**config.mk**
```make
export PLATFORM = sky130hd
export DESIGN_NAME = prmt_ctrl
export DESIGN_NICKNAME = d
export VERILOG_FILES = /design/src/hdl/prmt_pkg.sv /design/src/hdl/prmt_ctrl.sv
export SDC_FILE = /design/constraint.sdc
export NUM_CORES = 1
export LEC_CHECK = 0
export BUFFER_PORTS_ARGS = -buffer_cell sky130_fd_sc_hd__buf_2
export CAP_MARGIN = 10
export CORE_MARGIN = 3
export CORE_UTILIZATION = 45
export DETAILED_ROUTE_END_ITERATION = 12
export PLACE_DENSITY = 0.79
export SYNTH_ARGS = -nofsm -noshare
export SYNTH_HDL_FRONTEND = slang
export SYNTH_SLANG_ARGS = --single-unit
```
**constraint.sdc**
```tcl
create_clock -name clk_i -period 2.25 [get_ports clk_i]
set_input_delay 0.1125 -clock clk_i [delete_from_list [all_inputs] [get_ports clk_i]]
set_output_delay 0.1125 -clock clk_i [all_outputs]
set_load 0.01 [all_outputs]
```
**src/hdl/prmt_pkg.sv**
```systemverilog
`default_nettype none
// ----------------------------------------------------------------------------
// prmt_pkg: shared definitions of the page region map table
// command and status codes, datapath operations and control structs
// ----------------------------------------------------------------------------
package prmt_pkg;

  localparam int unsigned MAX_REGIONS_DEF = 64;
  localparam int unsigned PAGE_BITS_DEF   = 20;
  localparam int unsigned USER_LOW_RST    = 1024;
  localparam int unsigned USER_HIGH_RST   = 786432;

  // commands
  localparam logic [2:0] CMD_MAP    = 3'd0;
  localparam logic [2:0] CMD_REMOVE = 3'd1;
  localparam logic [2:0] CMD_LOOKUP = 3'd2;
  localparam logic [2:0] CMD_FIND   = 3'd3;
  localparam logic [2:0] CMD_EMPTY  = 3'd4;
  localparam logic [2:0] CMD_CLEAR  = 3'd5;

  // result status
  localparam logic [2:0] ST_OK        = 3'd0;
  localparam logic [2:0] ST_NOT_FOUND = 3'd1;
  localparam logic [2:0] ST_NO_SPACE  = 3'd2;
  localparam logic [2:0] ST_FULL      = 3'd3;
  localparam logic [2:0] ST_BAD_RANGE = 3'd4;

  // register indexes
  localparam logic REG_USER_LOW  = 1'b0;
  localparam logic REG_USER_HIGH = 1'b1;

  typedef enum logic [3:0] {
    OP_NONE,
    OP_BAD,
    OP_CLEAR,
    OP_SCAN_INIT,
    OP_LOOK,
    OP_LOOK_FIN,
    OP_GAP_ENT,
    OP_GAP_LAST,
    OP_GAP_FIN,
    OP_CUT_A,
    OP_CUT_B,
    OP_CUT_C,
    OP_CUT_TAIL,
    OP_CUT_FIN
  } op_e;

  typedef struct packed {
    logic load;
    logic rd;
    op_e  op;
  } dp_cmd_t;

  typedef struct packed {
    logic [2:0] cmd;
    logic       page_zero;
    logic       count_zero;
    logic       range_ok;
    logic       scan_end;
    logic       stop;
    logic       found;
  } dp_stat_t;

endpackage
`default_nettype wire

```
**src/hdl/prmt_ctrl.sv**
```systemverilog
`default_nettype none
// ----------------------------------------------------------------------------
// prmt_ctrl: command sequencer
// walks the region table through the datapath one entry at a time
// ----------------------------------------------------------------------------
module prmt_ctrl (
  input  wire logic               clk_i,
  input  wire logic               rst_ni,
  input  wire logic               start_i,
  input  wire prmt_pkg::dp_stat_t stat_i,
  output prmt_pkg::dp_cmd_t       cmd_o,
  output logic                    busy_o,
  output logic                    done_o
);

  typedef enum logic [3:0] {
    S_IDLE,
    S_DECODE,
    S_LOOK_LOOP,
    S_LOOK_EVAL,
    S_LOOK_FIN,
    S_GAP_LOOP,
    S_GAP_EVAL,
    S_GAP_FIN,
    S_CUT_LOOP,
    S_CUT_A,
    S_CUT_B,
    S_CUT_C,
    S_CUT_TAIL,
    S_CUT_FIN,
    S_RESP
  } state_e;

  state_e state_q, state_d;
  logic   busy_q, done_q;

  always_comb begin
    state_d   = state_q;
    cmd_o.load = 1'b0;
    cmd_o.rd   = 1'b0;
    cmd_o.op   = prmt_pkg::OP_NONE;
    case (state_q)
      S_IDLE: begin
        if (start_i) begin
          cmd_o.load = 1'b1;
          state_d    = S_DECODE;
        end
      end
      S_DECODE: begin
        state_d  = S_RESP;
        cmd_o.op = prmt_pkg::OP_BAD;
        case (stat_i.cmd)
          prmt_pkg::CMD_MAP: begin
            if (stat_i.page_zero) begin
              if (!stat_i.count_zero) begin
                cmd_o.op = prmt_pkg::OP_SCAN_INIT;
                state_d  = S_GAP_LOOP;
              end
            end else if (stat_i.range_ok) begin
              cmd_o.op = prmt_pkg::OP_SCAN_INIT;
              state_d  = S_CUT_LOOP;
            end
          end
          prmt_pkg::CMD_REMOVE: begin
            if (stat_i.range_ok) begin
              cmd_o.op = prmt_pkg::OP_SCAN_INIT;
              state_d  = S_CUT_LOOP;
            end
          end
          prmt_pkg::CMD_LOOKUP: begin
            cmd_o.op = prmt_pkg::OP_SCAN_INIT;
            state_d  = S_LOOK_LOOP;
          end
          prmt_pkg::CMD_FIND: begin
            if (!stat_i.count_zero) begin
              cmd_o.op = prmt_pkg::OP_SCAN_INIT;
              state_d  = S_GAP_LOOP;
            end
          end
          prmt_pkg::CMD_EMPTY: begin
            if (stat_i.range_ok) begin
              cmd_o.op = prmt_pkg::OP_SCAN_INIT;
              state_d  = S_LOOK_LOOP;
            end
          end
          prmt_pkg::CMD_CLEAR: begin
            cmd_o.op = prmt_pkg::OP_CLEAR;
          end
          default: begin
            cmd_o.op = prmt_pkg::OP_BAD;
          end
        endcase
      end
      S_LOOK_LOOP: begin
        if (stat_i.scan_end) begin
          state_d = S_LOOK_FIN;
        end else begin
          cmd_o.rd = 1'b1;
          state_d  = S_LOOK_EVAL;
        end
      end
      S_LOOK_EVAL: begin
        cmd_o.op = prmt_pkg::OP_LOOK;
        state_d  = stat_i.stop ? S_LOOK_FIN : S_LOOK_LOOP;
      end
      S_LOOK_FIN: begin
        cmd_o.op = prmt_pkg::OP_LOOK_FIN;
        state_d  = S_RESP;
      end
      S_GAP_LOOP: begin
        if (stat_i.scan_end) begin
          cmd_o.op = prmt_pkg::OP_GAP_LAST;
          state_d  = S_GAP_FIN;
        end else begin
          cmd_o.rd = 1'b1;
          state_d  = S_GAP_EVAL;
        end
      end
      S_GAP_EVAL: begin
        cmd_o.op = prmt_pkg::OP_GAP_ENT;
        state_d  = stat_i.stop ? S_GAP_FIN : S_GAP_LOOP;
      end
      S_GAP_FIN: begin
        cmd_o.op = prmt_pkg::OP_GAP_FIN;
        state_d  = (stat_i.found && stat_i.cmd == prmt_pkg::CMD_MAP) ? S_CUT_LOOP : S_RESP;
      end
      S_CUT_LOOP: begin
        if (stat_i.scan_end) begin
          state_d = S_CUT_TAIL;
        end else begin
          cmd_o.rd = 1'b1;
          state_d  = S_CUT_A;
        end
      end
      S_CUT_A: begin
        cmd_o.op = prmt_pkg::OP_CUT_A;
        state_d  = S_CUT_B;
      end
      S_CUT_B: begin
        cmd_o.op = prmt_pkg::OP_CUT_B;
        state_d  = S_CUT_C;
      end
      S_CUT_C: begin
        cmd_o.op = prmt_pkg::OP_CUT_C;
        state_d  = S_CUT_LOOP;
      end
      S_CUT_TAIL: begin
        cmd_o.op = prmt_pkg::OP_CUT_TAIL;
        state_d  = S_CUT_FIN;
      end
      S_CUT_FIN: begin
        cmd_o.op = prmt_pkg::OP_CUT_FIN;
        state_d  = S_RESP;
      end
      S_RESP: begin
        state_d = S_IDLE;
      end
      default: begin
        state_d = S_IDLE;
      end
    endcase
  end

  always_ff @(posedge clk_i or negedge rst_ni) begin
    if (!rst_ni) begin
      state_q <= S_IDLE;
      busy_q  <= 1'b0;
      done_q  <= 1'b0;
    end else begin
      state_q <= state_d;
      busy_q  <= (state_d != S_IDLE);
      done_q  <= (state_d == S_RESP);
    end
  end

  assign busy_o = busy_q;
  assign done_o = done_q;

endmodule
`default_nettype wire

```
Word-level counts from Yosys, hierarchy flattened
Cells that the tools add are included.

storage, ports and cells
  output and inout bits = 8
  input bits = 12
  word-level logic and storage cells = 52
  bits in registers = 6

cells by class
  reduce and logical (&&, ||, !) cells = 7
  equal/unequal tests = 19
  mux-type cells = 23

operators with widths
  kind                                           count
  one-hot mux 4 bit (13 select lines)            1
  one-hot mux 4 bit (11 select lines)            1
  one-hot mux 4 bit (5 select lines)             2
  == test 4 bit, second input constant           7
  two-way mux 4 bit                              5
  two-way mux 3 bit                              6
  == test 4 x 3 -> 1 bit, second input constant  4
  == test 4 x 2 -> 1 bit, second input constant  2
  == test 3 x 2 -> 1 bit, second input constant  2
  == test 3 bit, second input constant           2
  two-way mux 2 bit                              3
  two-way mux 1 bit                              5
  == test 4 x 1 -> 1 bit, second input constant  1
  zero test 4 bit                                1
  nonzero test 4 bit                             1
  OR reduction 2 bit                             2
  == test 3 x 1 -> 1 bit, second input constant  1
  zero test 3 bit                                1
  OR reduction 3 bit                             1
  logical AND 1 bit                              1

Longest topological paths before layout
  depth in word-level cells = 5
  gate-level depth with buffers = 6
  depth with buffers taken out = 5

Least setup slack after synthesis
Ideal clock, no wire load.

  kind = register to register
  from = reg state_q[1]
  to = reg busy_q, in the netlist busy_o
  arrival = 1,659 ps
  buffers on the path = 2
  stages on the path, launching flop included = 7
  library setup time = 138 ps
  data required time = 2,112 ps
  clock period less this slack = 1,798 ps
  setup slack = 452 ps
  cell sequence = dfrtp_1 -> buf_2 -> buf_2 -> nand4_1 -> nand3_1 -> or3_4 -> or4_1

on the way
  longest elaborated chain between the ends = 4
  elaborated cells between the ends (all ways) = 18
  classes of those cells = eq/ne (13); mux (2); reduce/logical (3)

RTL lines
  item                                                            RTL line          text
  from (decl)                                                     prmt_ctrl.sv:34   state_e state_q, state_d;
  from (signal assigned)                                          prmt_ctrl.sv:170  state_q <= state_d;
  == test 4 bit / == test 4 x 3 -> 1 bit (equally long branches)  prmt_ctrl.sv:42   case (state_q)
  OR reduction 2 bit (no line)                                    --
  one-hot mux 4 bit (13 select lines) *                           prmt_ctrl.sv:42
  via state_d[2]                                                  prmt_ctrl.sv:34
  nonzero test 4 bit *                                            prmt_ctrl.sv:171  busy_q <= (state_d != S_IDLE);
  to (signal assigned)                                            prmt_ctrl.sv:171
  to (decl)                                                       prmt_ctrl.sv:35   logic busy_q, done_q;

Mark *: on every way through the listed nets, which the timed path passes. The rest lies on a longest branch.

Worst setup path in the final report
  from = reg state_q[2]
  to = reg busy_q, in the netlist busy_o

Same word-level chain as after synthesis.

==> results.sh <==
export IMPL_period_minus_slack_ps=2070
export IMPL_drive_gt1_share_pct=24.1
export IMPL_p_leak_nw=0.372
export IMPL_yosysWarnings=0
export IMPL_htree_levels=1
export IMPL_startpoint="state_q[2]"
export IMPL_io_pins=20
export IMPL_cts_sinks=6
export IMPL_cp_top_family="simple AND/OR/NAND/NOR gates"
export IMPL_hold_viol=0
export IMPL_gr_total_overflow=0
export IMPL_run_status="finished, final reports clean"
export IMPL_setup_violations=0
export IMPL_fin_area_sq_um=847
export IMPL_cts_buffers=3
export IMPL_max_slew_margin_rel_pct=69.2
export IMPL_layout_commonest_cell="buf_2"
export IMPL_grt_max_degree=18
export IMPL_placed_area_sq_um=815
export IMPL_synth_edf_count=0
export IMPL_rsz0062_at_grt="false"
export IMPL_synth_avg_cell_area_sq_um=7.37
export IMPL_seq_area_frac_synth_pct=21.0
export IMPL_ant_nets=0
export IMPL_dpl_hpwl_mm=1.47
export IMPL_syn2layout_area_growth_pct=18.6
export IMPL_vias_per_cell=6.60
export IMPL_dieArea_sq_mm=0.00210
export IMPL_syn_area_sq_um=714
export IMPL_worst_pin_slew_ps=462
export IMPL_critPathSlowestCell="dfrtp_1"
export IMPL_clk_latency_ps=250
export IMPL_track_usage_pct=21.9
export IMPL_ys_ff_latch=6
export IMPL_post_route_drc_count=0
export IMPL_worstPathMaxFanout=17
export IMPL_mostFrequentLayoutCells="19 x buf_2, 11 x nand2_1, 10 x nor2_1"
export IMPL_die_h_um=45.8
export IMPL_power_w=0.00104
export IMPL_synthArstFlopShare_pct=100
export IMPL_cts_tree="yes"
export IMPL_num_vias=865
export IMPL_cts_root_buf="clkbuf_4"
export IMPL_layout_nets=130
export IMPL_antenna_cells=0
export IMPL_wirelength_mm=1.93
export IMPL_first_global_vias=757
export IMPL_slew_violations=0
export IMPL_worstPathRequired_ps=2370
export IMPL_crit_type="reg -> reg"
export IMPL_num_fill_cells=125
export IMPL_core_area_sq_mm=0.00140
export IMPL_crit_buf_inv=0
export IMPL_fp_row_count=13
export IMPL_cap_violations=0
export IMPL_syn_inst=97
export IMPL_synth_flop_cell="dfrtp_1"
export IMPL_slowest_delay_ps=620
export IMPL_period_share_pct=91.9
export IMPL_irDropWorstVdd_mv=0.449
export IMPL_clockBufferDepth=2
export IMPL_power_density_mw_per_mm2=1220
export IMPL_max_freq_ghz=0.483
export IMPL_drt_first_pass_iters=4
export IMPL_r2r_start="state_q[2]"
export IMPL_clock_skew_ps=4.19
export IMPL_worstSetupStartpointType="flop"
export IMPL_synth_distinct_cells=39
export IMPL_arrival_ps=2190
export IMPL_start_util_pct=51.1
export IMPL_worst_hold_path_type="in -> async"
export IMPL_clk_pin_slew_ps=50
export IMPL_fin_tns_setup_ps=0
export IMPL_gp_congestion=0.843
export IMPL_syn_num_nets=109
export IMPL_wire_per_inst_um=14.7
export IMPL_hold_worst_slack_ps=215
export IMPL_io_buffers=19
export IMPL_grt_pass1_wl_mm=3.33
export IMPL_antenna_found_initial=0
export IMPL_drtIter0Drc=35
export IMPL_post_cts_buffers=0
export IMPL_die_x_um=45.8
export IMPL_end_kind="flop"
export IMPL_crit_path_cell_trace="nor2_1, nand4_1, nand3_1, or3_4, or4_1"
stage by stage:
step | std cells | setup slack (ps) | utilization [%]
finish | 131 | 182 | 60.6
global route | 131 | 58.5 | 60.6
CTS | 131 | 199 | 60.6
detailed placement | 127 | 213 | 58.2
global placement | 127 | 278 | 58.2
floorplan | 97 | 452 | -
metal layers:
metal | GRT usage (%) | part of all wire (%) | up-vias
met1 | 28.4 | 41 | 393
met5 | 0 | 0 | -
met2 | 32.7 | 48 | 56
met3 | 3.16 | 7.9 | 6
met4 | 15.3 | 3.2 | 0
li1 | - | - | 410
worst reg2reg max path, stage by stage (launching register included):
cell and delay (ps):
dfrtp_1 620, nor2_1 190, nand4_1 130, nand3_1 90, or3_4 380, or4_1 520
synthesized netlist by cell type, types with 3 or more instances:
cell type	n	area, sq um
a21oi_1	4	20.0
nor2_1	10	37.5
dfrtp_1	6	150
and3_1	3	18.8
o211ai_1	3	22.5
o21ai_0	6	30.0
buf_2	5	25.0
nand2_1	11	41.3
nor2b_1	4	25.0
nand3_1	3	15.0
nand2b_1	6	37.5
worst paths after layout:
check	to	slack, ps	cells past startpoint
setup reg to reg	busy_o	180	5
hold / removal	state_q[3]	220	2
hold reg to reg	state_q[1]	810	1
setup / recovery	busy_o	180	5
min in group clk_i	state_q[0]	300	3
max in group asynchronous	state_q[1]	1890	2
kinds of logic after synthesis:
family,after synthesis,share of synthesized area [%]
buffers and inverters,10,7.18
AOI/OAI and AO/OA,33,34.5
xor gates and xnor gates,1,1.23
and+or+nand+nor,46,34.7
DFF,6,21.0
muxes,1,1.40
flip-flops by register name (all words and copies together), names as in the netlist:
register  flops
busy_o        1
state_q       4
done_o        1
cell type report:
class	count	area [sq um]	area share, %
inverters	2	7.51	0.886
flip-flops and latches	6	150	17.7
well taps	15	18.8	2.22
multi-input cells	81	513	60.6
repair buffers	24	135	16.0
clock buffers	3	22.5	2.66
where the power goes:
| part | internal (W) | switching, W | total, W |
|---|---|---|---|
| Combinational | 0.000319 | 0.000351 | 0.000670 |
| Sequential | 0.000153 | 0.000107 | 0.000260 |
| Clock | 0.0000608 | 0.0000456 | 0.000106 |
what timing repair did:
action                                 in CTS  in global routing
resized for setup                           0                  0
endpoints found under the hold margin       6                  0
hold buffers                                1                  0
(Power assumes the default switching activity.)
